==> config.mk <==
export PLATFORM = sky130hd
export DESIGN_NAME = position_delta_varint_decoder
export DESIGN_NICKNAME = d
export VERILOG_FILES = /design/src/rtl/core/pdvd_pkg.sv /design/src/rtl/core/pdvd_decode.sv /design/src/rtl/core/pdvd_outq.sv /design/src/rtl/core/position_delta_varint_decoder.sv
export VERILOG_INCLUDE_DIRS = /design/src /design/src/rtl/core
export SDC_FILE = /design/constraint.sdc
export NUM_CORES = 1
export LEC_CHECK = 0
export ABC_AREA = 0
export BUFFER_PORTS_ARGS = -buffer_cell sky130_fd_sc_hd__buf_4
export CORE_ASPECT_RATIO = 1.5
export CORE_MARGIN = 5
export CORE_UTILIZATION = 25
export CTS_CLUSTER_SIZE = 40
export DETAILED_ROUTE_END_ITERATION = 6
export PLACE_DENSITY = 0.5
export SLEW_MARGIN = 30
export SYNTH_ARGS = -nofsm -noshare
export SYNTH_HDL_FRONTEND = slang
export SYNTH_SLANG_ARGS = --single-unit
export TNS_END_PERCENT = 30
==> constraint.sdc <==
create_clock -name clk_i -period 10.8 [get_ports clk_i]
set_input_delay 0.54 -clock clk_i [delete_from_list [all_inputs] [get_ports clk_i]]
set_output_delay 0.54 -clock clk_i [all_outputs]
set_load 0.01 [all_outputs]
==> src/rtl/core/assert_macros.svh <==
// assertion macros for the rtl modules, used by pdvd_outq
`ifndef ASSERT_MACROS_SVH
`define ASSERT_MACROS_SVH

// clocked assertion, off while reset is asserted
`define PDVD_ASSERT(label, prop, msg) \
  label: assert property (@(posedge clk_i) disable iff (!rst_ni) (prop)) else $error(msg);

// implication checked in the cycle after the condition
`define PDVD_ASSERT_NEXT(label, pre, post, msg) \
  label: assert property (@(posedge clk_i) disable iff (!rst_ni) (pre) |=> (post)) \
    else $error(msg);

`endif

==> src/rtl/core/pdvd_pkg.sv <==
// types, codes and constants of the position delta varint decoder
package pdvd_pkg;

  localparam int unsigned NumSlots = 3;

  localparam logic [2:0] PH_COUNT    = 3'd0;
  localparam logic [2:0] PH_POSCOUNT = 3'd1;
  localparam logic [2:0] PH_DELTA    = 3'd2;
  localparam logic [2:0] PH_END      = 3'd3;
  localparam logic [2:0] PH_SKIP     = 3'd4;

  localparam logic [1:0] KIND_POS    = 2'd0;
  localparam logic [1:0] KIND_DOCEND = 2'd1;
  localparam logic [1:0] KIND_OK     = 2'd2;
  localparam logic [1:0] KIND_ERR    = 2'd3;

  localparam logic [1:0] ERR_NONE      = 2'd0;
  localparam logic [1:0] ERR_TRUNC     = 2'd1;
  localparam logic [1:0] ERR_TRAIL     = 2'd2;
  localparam logic [1:0] ERR_MALFORMED = 2'd3;

  localparam logic [2:0] MaxVarintBytes = 3'd4;

  typedef struct packed {
    logic [1:0]  kind;
    logic [31:0] doc_index;
    logic [31:0] position;
    logic [1:0]  error_code;
    logic        last;
  } result_t;

  // all results caused by one byte
  typedef struct packed {
    result_t [NumSlots-1:0] slot;
    logic [1:0]             count;
  } bundle_t;

  function automatic result_t mk_result(logic [1:0] kind, logic [31:0] doc,
                                        logic [31:0] pos, logic [1:0] err);
    result_t r;
    r.kind       = kind;
    r.doc_index  = doc;
    r.position   = pos;
    r.error_code = err;
    r.last       = 1'b0;
    return r;
  endfunction

endpackage

==> src/rtl/core/pdvd_decode.sv <==
// input register, parse state and single pass varint decode
module pdvd_decode (
  input  logic              clk_i,
  input  logic              rst_ni,
  input  logic              in_valid_i,
  output logic              in_stall_o,
  input  logic [7:0]        payload_byte_i,
  input  logic              end_of_payload_i,
  input  logic              can_load_i,
  output logic              load_o,
  output pdvd_pkg::bundle_t bundle_o
);

  logic        in_valid_q;
  logic [7:0]  byte_q;
  logic        eop_q;

  logic [2:0]  phase_q, phase_d;
  logic [31:0] acc_q, acc_d;
  logic [2:0]  cnt_q, cnt_d;
  logic [31:0] docs_q, docs_d;
  logic [31:0] posr_q, posr_d;
  logic [31:0] cur_q, cur_d;
  logic [31:0] run_q, run_d;
  logic        first_q, first_d;

  logic [31:0] acc_or;
  logic [31:0] value;
  logic        doc_done;
  logic        closed_all;
  logic [1:0]  n;
  pdvd_pkg::result_t [pdvd_pkg::NumSlots-1:0] res;
  logic        adv;

  function automatic logic [31:0] shift7(logic [6:0] b, logic [2:0] c);
    logic [31:0] w;
    w = {25'd0, b};
    unique case (c)
      3'd0:    shift7 = w;
      3'd1:    shift7 = w << 7;
      3'd2:    shift7 = w << 14;
      3'd3:    shift7 = w << 21;
      3'd4:    shift7 = w << 28;
      default: shift7 = '0;
    endcase
  endfunction

  assign adv        = in_valid_q && ((n == 2'd0) || can_load_i);
  assign in_stall_o = in_valid_q && !adv;
  assign load_o     = adv && (n != 2'd0);

  always_comb begin
    phase_d    = phase_q;
    acc_d      = acc_q;
    cnt_d      = cnt_q;
    docs_d     = docs_q;
    posr_d     = posr_q;
    cur_d      = cur_q;
    run_d      = run_q;
    first_d    = first_q;
    n          = 2'd0;
    res        = '0;
    doc_done   = 1'b0;
    closed_all = 1'b0;
    acc_or     = acc_q | shift7(byte_q[6:0], cnt_q);
    value      = acc_or;

    if (phase_q >= pdvd_pkg::PH_SKIP) begin
      if (eop_q) begin
        phase_d = pdvd_pkg::PH_COUNT;
        acc_d   = '0;
        cnt_d   = '0;
        docs_d  = '0;
        posr_d  = '0;
        cur_d   = '0;
        run_d   = '0;
        first_d = 1'b1;
      end
    end else if (phase_q == pdvd_pkg::PH_END) begin
      res[n] = pdvd_pkg::mk_result(pdvd_pkg::KIND_ERR, cur_q, '0, pdvd_pkg::ERR_TRAIL);
      n      = n + 2'd1;
      phase_d = pdvd_pkg::PH_SKIP;
    end else if (byte_q[7]) begin
      // continuation byte
      acc_d = acc_or;
      if (cnt_q >= pdvd_pkg::MaxVarintBytes) begin
        res[n] = pdvd_pkg::mk_result(pdvd_pkg::KIND_ERR, cur_q, '0,
                                     pdvd_pkg::ERR_MALFORMED);
        n       = n + 2'd1;
        phase_d = pdvd_pkg::PH_SKIP;
      end else begin
        cnt_d = cnt_q + 3'd1;
        if (eop_q) begin
          res[n] = pdvd_pkg::mk_result(pdvd_pkg::KIND_ERR, cur_q, '0,
                                       pdvd_pkg::ERR_TRUNC);
          n = n + 2'd1;
        end
      end
    end else begin
      acc_d = '0;
      cnt_d = '0;
      if (phase_q == pdvd_pkg::PH_COUNT) begin
        docs_d = value;
        cur_d  = '0;
        if (value == '0) closed_all = 1'b1;
        else phase_d = pdvd_pkg::PH_POSCOUNT;
      end else begin
        if (phase_q == pdvd_pkg::PH_POSCOUNT) begin
          posr_d  = value;
          first_d = 1'b1;
          run_d   = '0;
          if (value == '0) doc_done = 1'b1;
          else phase_d = pdvd_pkg::PH_DELTA;
        end else begin
          // first delta of a document is absolute
          run_d   = first_q ? value : run_q + value;
          first_d = 1'b0;
          res[n]  = pdvd_pkg::mk_result(pdvd_pkg::KIND_POS, cur_q, run_d,
                                        pdvd_pkg::ERR_NONE);
          n       = n + 2'd1;
          posr_d  = posr_q - 32'd1;
          if (posr_d == '0) doc_done = 1'b1;
        end
        if (doc_done) begin
          res[n]  = pdvd_pkg::mk_result(pdvd_pkg::KIND_DOCEND, cur_q, '0,
                                        pdvd_pkg::ERR_NONE);
          n       = n + 2'd1;
          cur_d   = cur_q + 32'd1;
          docs_d  = docs_q - 32'd1;
          first_d = 1'b1;
          if (docs_d == '0) closed_all = 1'b1;
          else phase_d = pdvd_pkg::PH_POSCOUNT;
        end
      end
      if (closed_all) begin
        if (eop_q) begin
          res[n] = pdvd_pkg::mk_result(pdvd_pkg::KIND_OK, cur_d, '0, pdvd_pkg::ERR_NONE);
          n      = n + 2'd1;
        end else begin
          phase_d = pdvd_pkg::PH_END;
        end
      end else if (eop_q) begin
        res[n] = pdvd_pkg::mk_result(pdvd_pkg::KIND_ERR, cur_d, '0, pdvd_pkg::ERR_TRUNC);
        n      = n + 2'd1;
      end
    end

    // any result on a flagged byte means ok or error: start over
    if (eop_q && (n != 2'd0)) begin
      phase_d = pdvd_pkg::PH_COUNT;
      acc_d   = '0;
      cnt_d   = '0;
      docs_d  = '0;
      posr_d  = '0;
      cur_d   = '0;
      run_d   = '0;
      first_d = 1'b1;
    end

    if (n != 2'd0) begin
      res[n - 2'd1].last = 1'b1;
    end
  end

  assign bundle_o.slot  = res;
  assign bundle_o.count = n;

  always_ff @(posedge clk_i or negedge rst_ni) begin
    if (!rst_ni) begin
      in_valid_q <= 1'b0;
    end else if (!in_stall_o) begin
      in_valid_q <= in_valid_i;
    end
  end

  always_ff @(posedge clk_i) begin
    if (!in_stall_o && in_valid_i) begin
      byte_q <= payload_byte_i;
      eop_q  <= end_of_payload_i;
    end
  end

  always_ff @(posedge clk_i or negedge rst_ni) begin
    if (!rst_ni) begin
      phase_q <= pdvd_pkg::PH_COUNT;
      acc_q   <= '0;
      cnt_q   <= '0;
      docs_q  <= '0;
      posr_q  <= '0;
      cur_q   <= '0;
      run_q   <= '0;
      first_q <= 1'b1;
    end else if (adv) begin
      phase_q <= phase_d;
      acc_q   <= acc_d;
      cnt_q   <= cnt_d;
      docs_q  <= docs_d;
      posr_q  <= posr_d;
      cur_q   <= cur_d;
      run_q   <= run_d;
      first_q <= first_d;
    end
  end

endmodule

==> src/rtl/core/pdvd_outq.sv <==
// result register holding one byte's results, handed out one per transaction
`include "assert_macros.svh"

module pdvd_outq (
  input  logic              clk_i,
  input  logic              rst_ni,
  input  logic              load_i,
  input  pdvd_pkg::bundle_t bundle_i,
  output logic              can_load_o,
  output logic              out_valid_o,
  input  logic              out_stall_i,
  output pdvd_pkg::result_t result_o
);

  pdvd_pkg::bundle_t bundle_q;
  logic              bvalid_q;
  logic [1:0]        idx_q;
  logic              take;
  logic              take_last;

  assign out_valid_o = bvalid_q;
  assign result_o    = bundle_q.slot[idx_q];
  assign take        = bvalid_q && !out_stall_i;
  assign take_last   = take && (idx_q == bundle_q.count - 2'd1);
  assign can_load_o  = !bvalid_q || take_last;

  always_ff @(posedge clk_i or negedge rst_ni) begin
    if (!rst_ni) begin
      bvalid_q <= 1'b0;
      idx_q    <= '0;
    end else if (load_i) begin
      bvalid_q <= 1'b1;
      idx_q    <= '0;
    end else if (take_last) begin
      bvalid_q <= 1'b0;
      idx_q    <= '0;
    end else if (take) begin
      idx_q <= idx_q + 2'd1;
    end
  end

  always_ff @(posedge clk_i) begin
    if (load_i) begin
      bundle_q <= bundle_i;
    end
  end

  `PDVD_ASSERT(a_load_has_room, !load_i || can_load_o, "bundle loaded over pending results")
  `PDVD_ASSERT(a_index_in_range, !bvalid_q || (idx_q < bundle_q.count),
               "result index beyond bundle count")
  `PDVD_ASSERT(a_final_slot_marked, !bvalid_q || bundle_q.slot[bundle_q.count - 2'd1].last,
               "final result of a byte lacks last flag")
  `PDVD_ASSERT_NEXT(a_partial_take_advances, take && !take_last && !load_i,
                    bvalid_q && (idx_q == $past(idx_q) + 2'd1),
                    "index did not advance after a transaction")

endmodule

==> src/rtl/core/position_delta_varint_decoder.sv <==
// top level of the delta coded varint position list decoder
//
//  channel  | direction | handshake              | payload
//  ---------+-----------+------------------------+----------------------------------------
//  input    | in        | in_valid_i / in_stall_o | payload_byte_i, end_of_payload_i
//  result   | out       | out_valid_o / out_stall_i | kind, doc_index, position, error_code, last
//
// a byte is registered, decoded combinationally into up to three results and held in the
// result register once that can take them; its first result is offered from there
// a byte causing several results holds the result register until each is taken, so while
// the output does not stall the input takes one byte per cycle as long as each byte yields at
// most one result, and bytes with no result pass at one per cycle; the single result register
// sets that figure; reset returns the parser to expecting a document count and empties both
// registers; out_stall_i holds the current result; a registered byte with results then
// waits and stalls input

module position_delta_varint_decoder (
  input  logic        clk_i,
  input  logic        rst_ni,
  input  logic        in_valid_i,
  output logic        in_stall_o,
  input  logic [7:0]  payload_byte_i,
  input  logic        end_of_payload_i,
  output logic        out_valid_o,
  input  logic        out_stall_i,
  output logic [1:0]  kind_o,
  output logic [31:0] doc_index_o,
  output logic [31:0] position_o,
  output logic [1:0]  error_code_o,
  output logic        last_o
);

  pdvd_pkg::bundle_t bundle;
  pdvd_pkg::result_t result;
  logic              can_load;
  logic              load;

  pdvd_decode u_decode (
    .clk_i            (clk_i),
    .rst_ni           (rst_ni),
    .in_valid_i       (in_valid_i),
    .in_stall_o       (in_stall_o),
    .payload_byte_i   (payload_byte_i),
    .end_of_payload_i (end_of_payload_i),
    .can_load_i       (can_load),
    .load_o           (load),
    .bundle_o         (bundle)
  );

  pdvd_outq u_outq (
    .clk_i       (clk_i),
    .rst_ni      (rst_ni),
    .load_i      (load),
    .bundle_i    (bundle),
    .can_load_o  (can_load),
    .out_valid_o (out_valid_o),
    .out_stall_i (out_stall_i),
    .result_o    (result)
  );

  assign kind_o       = result.kind;
  assign doc_index_o  = result.doc_index;
  assign position_o   = result.position;
  assign error_code_o = result.error_code;
  assign last_o       = result.last;

endmodule

# Word level (Yosys, flattened, before mapping)
# Cells that the tools add are included.
totals:
  in_bits: 13
  output_inout_bits: 71
  word_cells: 222
  reg_bits: 389
classes:
  order_cmp: 9
  n_reduce_logical: 32
  addsub: 10
  mux: 128
  n_eq_ne: 13
  bitwise_logic: 1
ops:
  columns: ["operator", "n"]
  rows:
  - ["$mux W207", 10]
  - ["$mux W32", 33]
  - ["$bwmux W207", 4]
  - ["$mux W69", 11]
  - ["$demux W69 S2", 3]
  - ["$mux W138", 2]
  - ["$pmux W32 S5", 1]
  - ["$bmux W69 S2", 1]
  - ["$logic_not A32 Y1", 3]
  - ["$mux W67", 1]
  - ["$sub A32 B1 Y32 const B", 2]
  - ["$mux W3", 19]
  - ["$mux W2", 17]
  - ["$add A32 B1 Y32 const B", 1]
  - ["$add A32 B32 Y32", 1]
  - ["$or A32 B32 Y32", 1]
  - ["$mux W1", 26]
  - ["$lt A2 B3 Y1 const B", 4]
  - ["$logic_and A1 B1 Y1", 10]
  - ["$reduce_and A5 Y1", 2]
  - ["$eq A3 B2 Y1 const B", 3]
  - ["$ne A3 B2 Y1 const B", 3]
  - ["$reduce_and A4 Y1", 2]
  - ["$add A2 B1 Y2 const B", 3]
  - ["other kinds (18)", 30]

# Depth between registers and ports, before layout
logic_depth:
  ltp_word: 27
  mapped_depth: 25
  mapped_depth_nobuf: 22

# Hierarchy
# A second synthesis with hierarchy kept.
unflattened:
  cells_unflattened: 2347
  area_unflattened_um2: 22046.1
modules_own_cells:
  columns: ["mod", "seq_area_each_um2", "area_per_inst_um2", "n_inst", "cells_per_inst"]
  rows:
  - ["pdvd_decode", 4475.5, 14187.4, 1, 1887]
  - ["pdvd_outq", 6351.1, 7858.8, 1, 460]

# Least setup slack after synthesis
# OpenSTA, ideal clock, no wires.
synth_path:
  path_kind: "reg2reg"
  from: "register u_decode.posr_q[0]"
  to: "register u_outq.bundle_q[0] (netlist bit), enable pin"
  path_buffers: 1
  path_stages_with_launch: 21
  setup_slack_ps: -663
  t_arrival_ps: 10772
  setup_ps: 691
  period_less_slack_ps: 11463
  path_cell_list: "dfrtp_1 -> inv_1 -> ha_1 -> or4b_1 -> buf_2 -> nor2_4 -> nand4_4 -> nor4_1 -> nor4_4 -> and3_4 -> a21o_4 -> ha_1 -> o31ai_1 -> ha_1 -> nand2_1 -> o21a_1 -> a31oi_1 -> nor2_1 -> nor2_1 -> nand2_1 -> a21oi_1"
synth_via:
  elab_chain_len: 22
synth_rtl:
  columns: ["element", "line", "rtl"]
  rows:
  - ["start: declaration", "pdvd_decode.sv:22", "logic [31:0] posr_q, posr_d;"]
  - ["start signal: assignment", "pdvd_decode.sv:198", "posr_q <= posr_d;"]
  - ["$sub A32 B1 Y32 *", "pdvd_decode.sv:121", "posr_d = posr_q - 32'd1;"]
  - ["$logic_not A32 Y1 *", "pdvd_decode.sv:122", "if (posr_d == '0) doc_done = 1'b1;"]
  - ["$mux W1 *", "pdvd_decode.sv:122", null]
  - ["$mux W1 *", "pdvd_decode.sv:108", "if (phase_q == pdvd_pkg::PH_POSCOUNT) begin"]
  - ["$mux W1 *", "pdvd_decode.sv:102", "if (phase_q == pdvd_pkg::PH_COUNT) begin"]
  - ["$mux W1 *", "pdvd_decode.sv:83", "end else if (byte_q[7]) begin"]
  - ["$mux W1 *", "pdvd_decode.sv:79", "end else if (phase_q == pdvd_pkg::PH_END) begin"]
  - ["$mux W1 *", "pdvd_decode.sv:68", "if (phase_q >= pdvd_pkg::PH_SKIP) begin"]
  - ["[7 not listed]", null, null]
  - ["$mux W2 *", "pdvd_decode.sv:83", null]
  - ["$mux W2 *", "pdvd_decode.sv:79", null]
  - ["$mux W2 *", "pdvd_decode.sv:68", null]
  - ["$logic_not A2 Y1", "pdvd_decode.sv:48", "assign adv = in_valid_q && ((n == 2'd0) || can_load_i);"]
  - ["$logic_or A1 B1 Y1", "pdvd_decode.sv:48", null]
  - ["$logic_and A1 B1 Y1", "pdvd_decode.sv:48", null]
  - ["$logic_and A1 B1 Y1 *", "pdvd_decode.sv:50", "assign load_o = adv && (n != 2'd0);"]
  - ["net load", "position_delta_varint_decoder.sv:36", "logic load;"]
  - ["end signal: assignment", "pdvd_outq.sv:44", "bundle_q <= bundle_i;"]
  - ["end: declaration", "pdvd_outq.sv:15", "pdvd_pkg::bundle_t bundle_q;"]
# Mark *: on every way through the listed nets, which the timed path passes. The rest lies on a longest branch. The select of a mux whose other input is x is not followed.
# A chain may end at the register's enable or synchronous reset.

# Final worst setup path
layout_path:
  from: "register u_decode.posr_q[0]"
  to: "register u_decode.cur_q[29]"
layout_via:
  elab_chain_len: 22
layout_rtl:
  columns: ["element", "line", "rtl"]
  rows:
  - ["$sub A32 B1 Y32 *", "pdvd_decode.sv:121", null]
  - ["$logic_not A32 Y1 *", "pdvd_decode.sv:122", null]
  - ["$mux W1 *", "pdvd_decode.sv:122", null]
  - ["$mux W1 *", "pdvd_decode.sv:108", null]
  - ["$mux W1 *", "pdvd_decode.sv:102", null]
  - ["$mux W1 *", "pdvd_decode.sv:83", null]
  - ["$mux W1 *", "pdvd_decode.sv:79", null]
  - ["$mux W1 *", "pdvd_decode.sv:68", null]
  - ["[6 not listed]", null, null]
  - ["$mux W2", "pdvd_decode.sv:136, pdvd_decode.sv:142", null]
  - ["$mux W2", "pdvd_decode.sv:83", null]
  - ["$mux W2", "pdvd_decode.sv:79", null]
  - ["$mux W2", "pdvd_decode.sv:68", null]
  - ["$reduce_bool A2 Y1 or $logic_not A2 Y1 (tied branches)", "pdvd_decode.sv:149, pdvd_decode.sv:48", null]
  - ["$logic_and A1 B1 Y1 or $logic_or A1 B1 Y1 (tied branches)", "pdvd_decode.sv:149, pdvd_decode.sv:48", null]
  - ["$ne A3 B2 Y1 (no source line) (tied with other cells)", null, null]
  - ["$reduce_and A4 Y1 (no source line)", null, null]
  - ["end signal: assignment", "pdvd_decode.sv:199", "cur_q <= cur_d;"]
  - ["end: declaration", "pdvd_decode.sv:23", "logic [31:0] cur_q, cur_d;"]
# Every way passes the cells marked *; elsewhere a longest branch is shown, timed or not. The select of a mux whose other input is x is not followed.

==> qor.yml <==
run:
  cap_violations: 0
synthesis:
  yosys-top-cells-area: "edfxtp_1 23%, dfrtp_1 22%, o21ai_0 6.4%, a21oi_1 5.5%, nor2_1 4.4%"
  synthesis.nets: 2292
  syn_inst: 2231
  syn_avg_cell_area_sq_um: 8.79
  synth_ff_type: "dfrtp_1"
  syn_area_sq_mm: 0.0196
  yosysTopAreaCell: "edfxtp_1"
  ys_seq_area_frac: 0.450
  synth_edf_count: 151
  yosysUniqueCellTypes: 85
  synth_top_area_share: 0.231
  synthArstFlopShare: 0.531
  synth-seq-cells: 322
  yosys_warnings: 0
worst_setup_path:
  critPathTopFamily: "simple AND/OR/NAND/NOR gates"
  slowest_delay_ps: 680
  worst-path-max-fanout: 77
  worst-r2r-cell-count: 21
  cpMaxStageDelayCell: "buf_4"
  worst_ep_arrival_time_ps: 7030
  r2r_slack_ps: 4230
  reg2reg_from: "u_decode.posr_q[0]$_DFFE_PN0P_"
  cp-start-kind: "flop"
  crit_buf_inv: 2
  critPathCaptureType: "flop"
  worstSetupPathType: "reg2reg"
  cp_cell_sequence: "inv_1 -> ha_1 -> or4b_1 -> nor2_4 -> nand4_4 -> nor4_1 -> nor4_4 -> and3_4 -> a21o_4 -> ha_1 -> o31ai_1 -> ha_1 -> nand2_1 -> o21a_1 -> a31oi_1 -> o21bai_1 -> o21ai_0 -> nand2b_2 -> buf_4 -> o21ai_0 -> a21o_1"
  r2r-end: "u_decode.cur_q[29]$_DFFE_PN0P_"
  cp.depth: 21
  cpMostUsedCell: "ha_1"
  required_ps: 11260
route:
  vias: 17300
  drtAntennaViolNets: 0
  drtIter0Drc: 1249
  finalWirelength_um: 67400
  wl_per_cell_um: 20.6
  drcViolationCount: 0
  detail_route.first_pass.iterations: 5
  viasPerCell: 5.28
cells_and_area:
  final_common_cell: "o21ai_0"
  syn2layout_area_growth_pct: 14.8
  antenna_cells: 0
  fin_cells: 3277
  final_util: 0.290
  fin_nets: 2293
  final_area_sq_mm: 0.0225
  layout-drive-gt1-share: 0.106
  final_cell_mix: "251 x o21ai_0, 227 x nor2_1, 213 x a21oi_1"
clock_tree:
  cts_buffers: 37
  root_buffer: "clkbuf_16"
  clk_latency_ps: 570
  cts_setup_buffers: 0
  clock-sinks: 322
  ctsHtreeMaxLevel: 2
  cts_tree: "done"
  clkTransAtPathRegs_ps: 60
  clockBufferDepth: 3
power:
  p_leak_nw: 8.86
  ir_worst_vdd_mv: 0.139
  power_density_mw_per_mm2: 284
  p_total_mw: 6.38
placed_design:
  place_congestion: 0.933
  placedCellCount: 3208
  dpl_cell_area_sq_mm: 0.0212
  portBuffers: 83
  dp_hpwl_um: 46800
sta:
  setup_tns_ps: 0
  worstMarginPinSlew_ps: 982
  post-route-period-util: 0.608
  clock_skew_ps: 27.3
  rsz0062_at_grt: "no"
  min_period_ps: 6570
  report.final.slew_viol_count: 0
  max_freq_mhz: 152
  hold_viol_final: 0
  maxSlewHeadroom: 0.346
  setup_violations: 0
floorplanning:
  core-area_sq_mm: 0.0776
  ios: 84
  num_rows: 125
  die_area_sq_mm: 0.0842
  chipWidth_um: 239
  die_height_um: 353
  start_util: 0.253
global_route:
  grt_pass1_vias: 17100
  grt_usage: 0.154
  grt.overflow.total: 0
  antenna_found_initial: 0
  grt_max_degree: 78
  grt_pass1_wl_um: 104000
min_path:
  hold_start: "end_of_payload_i"
  worstHoldPathCells: 1
  hp-class: "in2reg"
  whs_endpoint: "u_decode.eop_q$_DFFE_PP_"
outcome:
  status: "complete, no violations"
[routing by layer]
| layer | track usage | share of wire |
|---|---|---|
| met2 | 0.278 | 0.51 |
| met5 | 0 | 0 |
| met4 | 0.0661 | 0.047 |
| met3 | 0.0171 | 0.042 |
| met1 | 0.184 | 0.40 |
[repair_timing]
item                                    CTS  global route
endpoints found under the hold margin    38             0
gates resized for setup                   0             0
endpoints found under the setup margin    0             0
hold buffers                              1             0
[through the flow]
step / hold slack [ps] / worst slack, ps
global placement: 466 / 4480
detailed placement: 477 / 4260
finish: 163 / 4230
CTS: 132 / 4220
floorplan: 244 / 2560
global route: 146 / 3760
[synthesized netlist by cell type, types with 33 or more instances]
library cell and count:
a21oi_1 214, o31ai_1 33, nor4_1 35, nor3_1 75
nor2_1 229, inv_1 66, clkbuf_1 136, mux2i_1 42
xnor2_1 38, o21ai_0 252, ha_1 47, dfrtp_1 170
edfxtp_1 151, nand2_1 196, and2_1 79, a31oi_1 61
[where the power goes]
group          leakage [nW]  total [mW]  switching [mW]  internal [mW]
clock                 0.592        1.32           0.552          0.766
combinational          4.49        3.25            2.20           1.05
sequential             3.77        1.81           0.249           1.57
total                  8.86        6.38            3.00           3.38
[cell families after synthesis]
logic type	share of synthesized area
simple gates	0.214
compound gates	0.211
buf+inv	0.0453
xor+xnor	0.0250
flops	0.450
mux	0.0243
fa+ha+maj	0.0310
[flip-flops by register name (all words and copies together), names as in the netlist, 8 cells and up]
register	count
u_decode.acc_q	32
u_decode.byte_q	8
u_outq.bundle_q	142
u_decode.run_q	32
u_decode.docs_q	32
u_decode.posr_q	32
u_decode.cur_q	32
[cell type report]
type / instances / area [sq um]
Sequential cell: 322 / 8820
Clock buffer: 45 / 966
Clock inverter: 23 / 283
Inverter: 68 / 258
Tap cell: 1016 / 1270
Fill cell: 8286 / 55100
Timing Repair Buffer: 122 / 937
Multi-Input combinational cell: 1681 / 9970
[worst max-delay path by stage]
stage                                   startpoint                              end  slack [ps]
finish              u_decode.posr_q[0]$_DFFE_PN0P_   u_decode.cur_q[29]$_DFFE_PN0P_        4230
global route        u_decode.posr_q[1]$_DFFE_PN0P_  u_decode.docs_q[17]$_DFFE_PN0P_        3760
CTS                 u_decode.posr_q[0]$_DFFE_PN0P_  u_decode.docs_q[18]$_DFFE_PN0P_        4220
detailed placement  u_decode.posr_q[0]$_DFFE_PN0P_   u_decode.docs_q[6]$_DFFE_PN0P_        4260
global placement    u_decode.posr_q[0]$_DFFE_PN0P_   u_decode.cur_q[29]$_DFFE_PN0P_        4480
floorplan           u_decode.posr_q[0]$_DFFE_PN0P_     u_outq.bundle_q[0]$_DFFE_PP_        2560
Power figures use the tool's default switching activity.
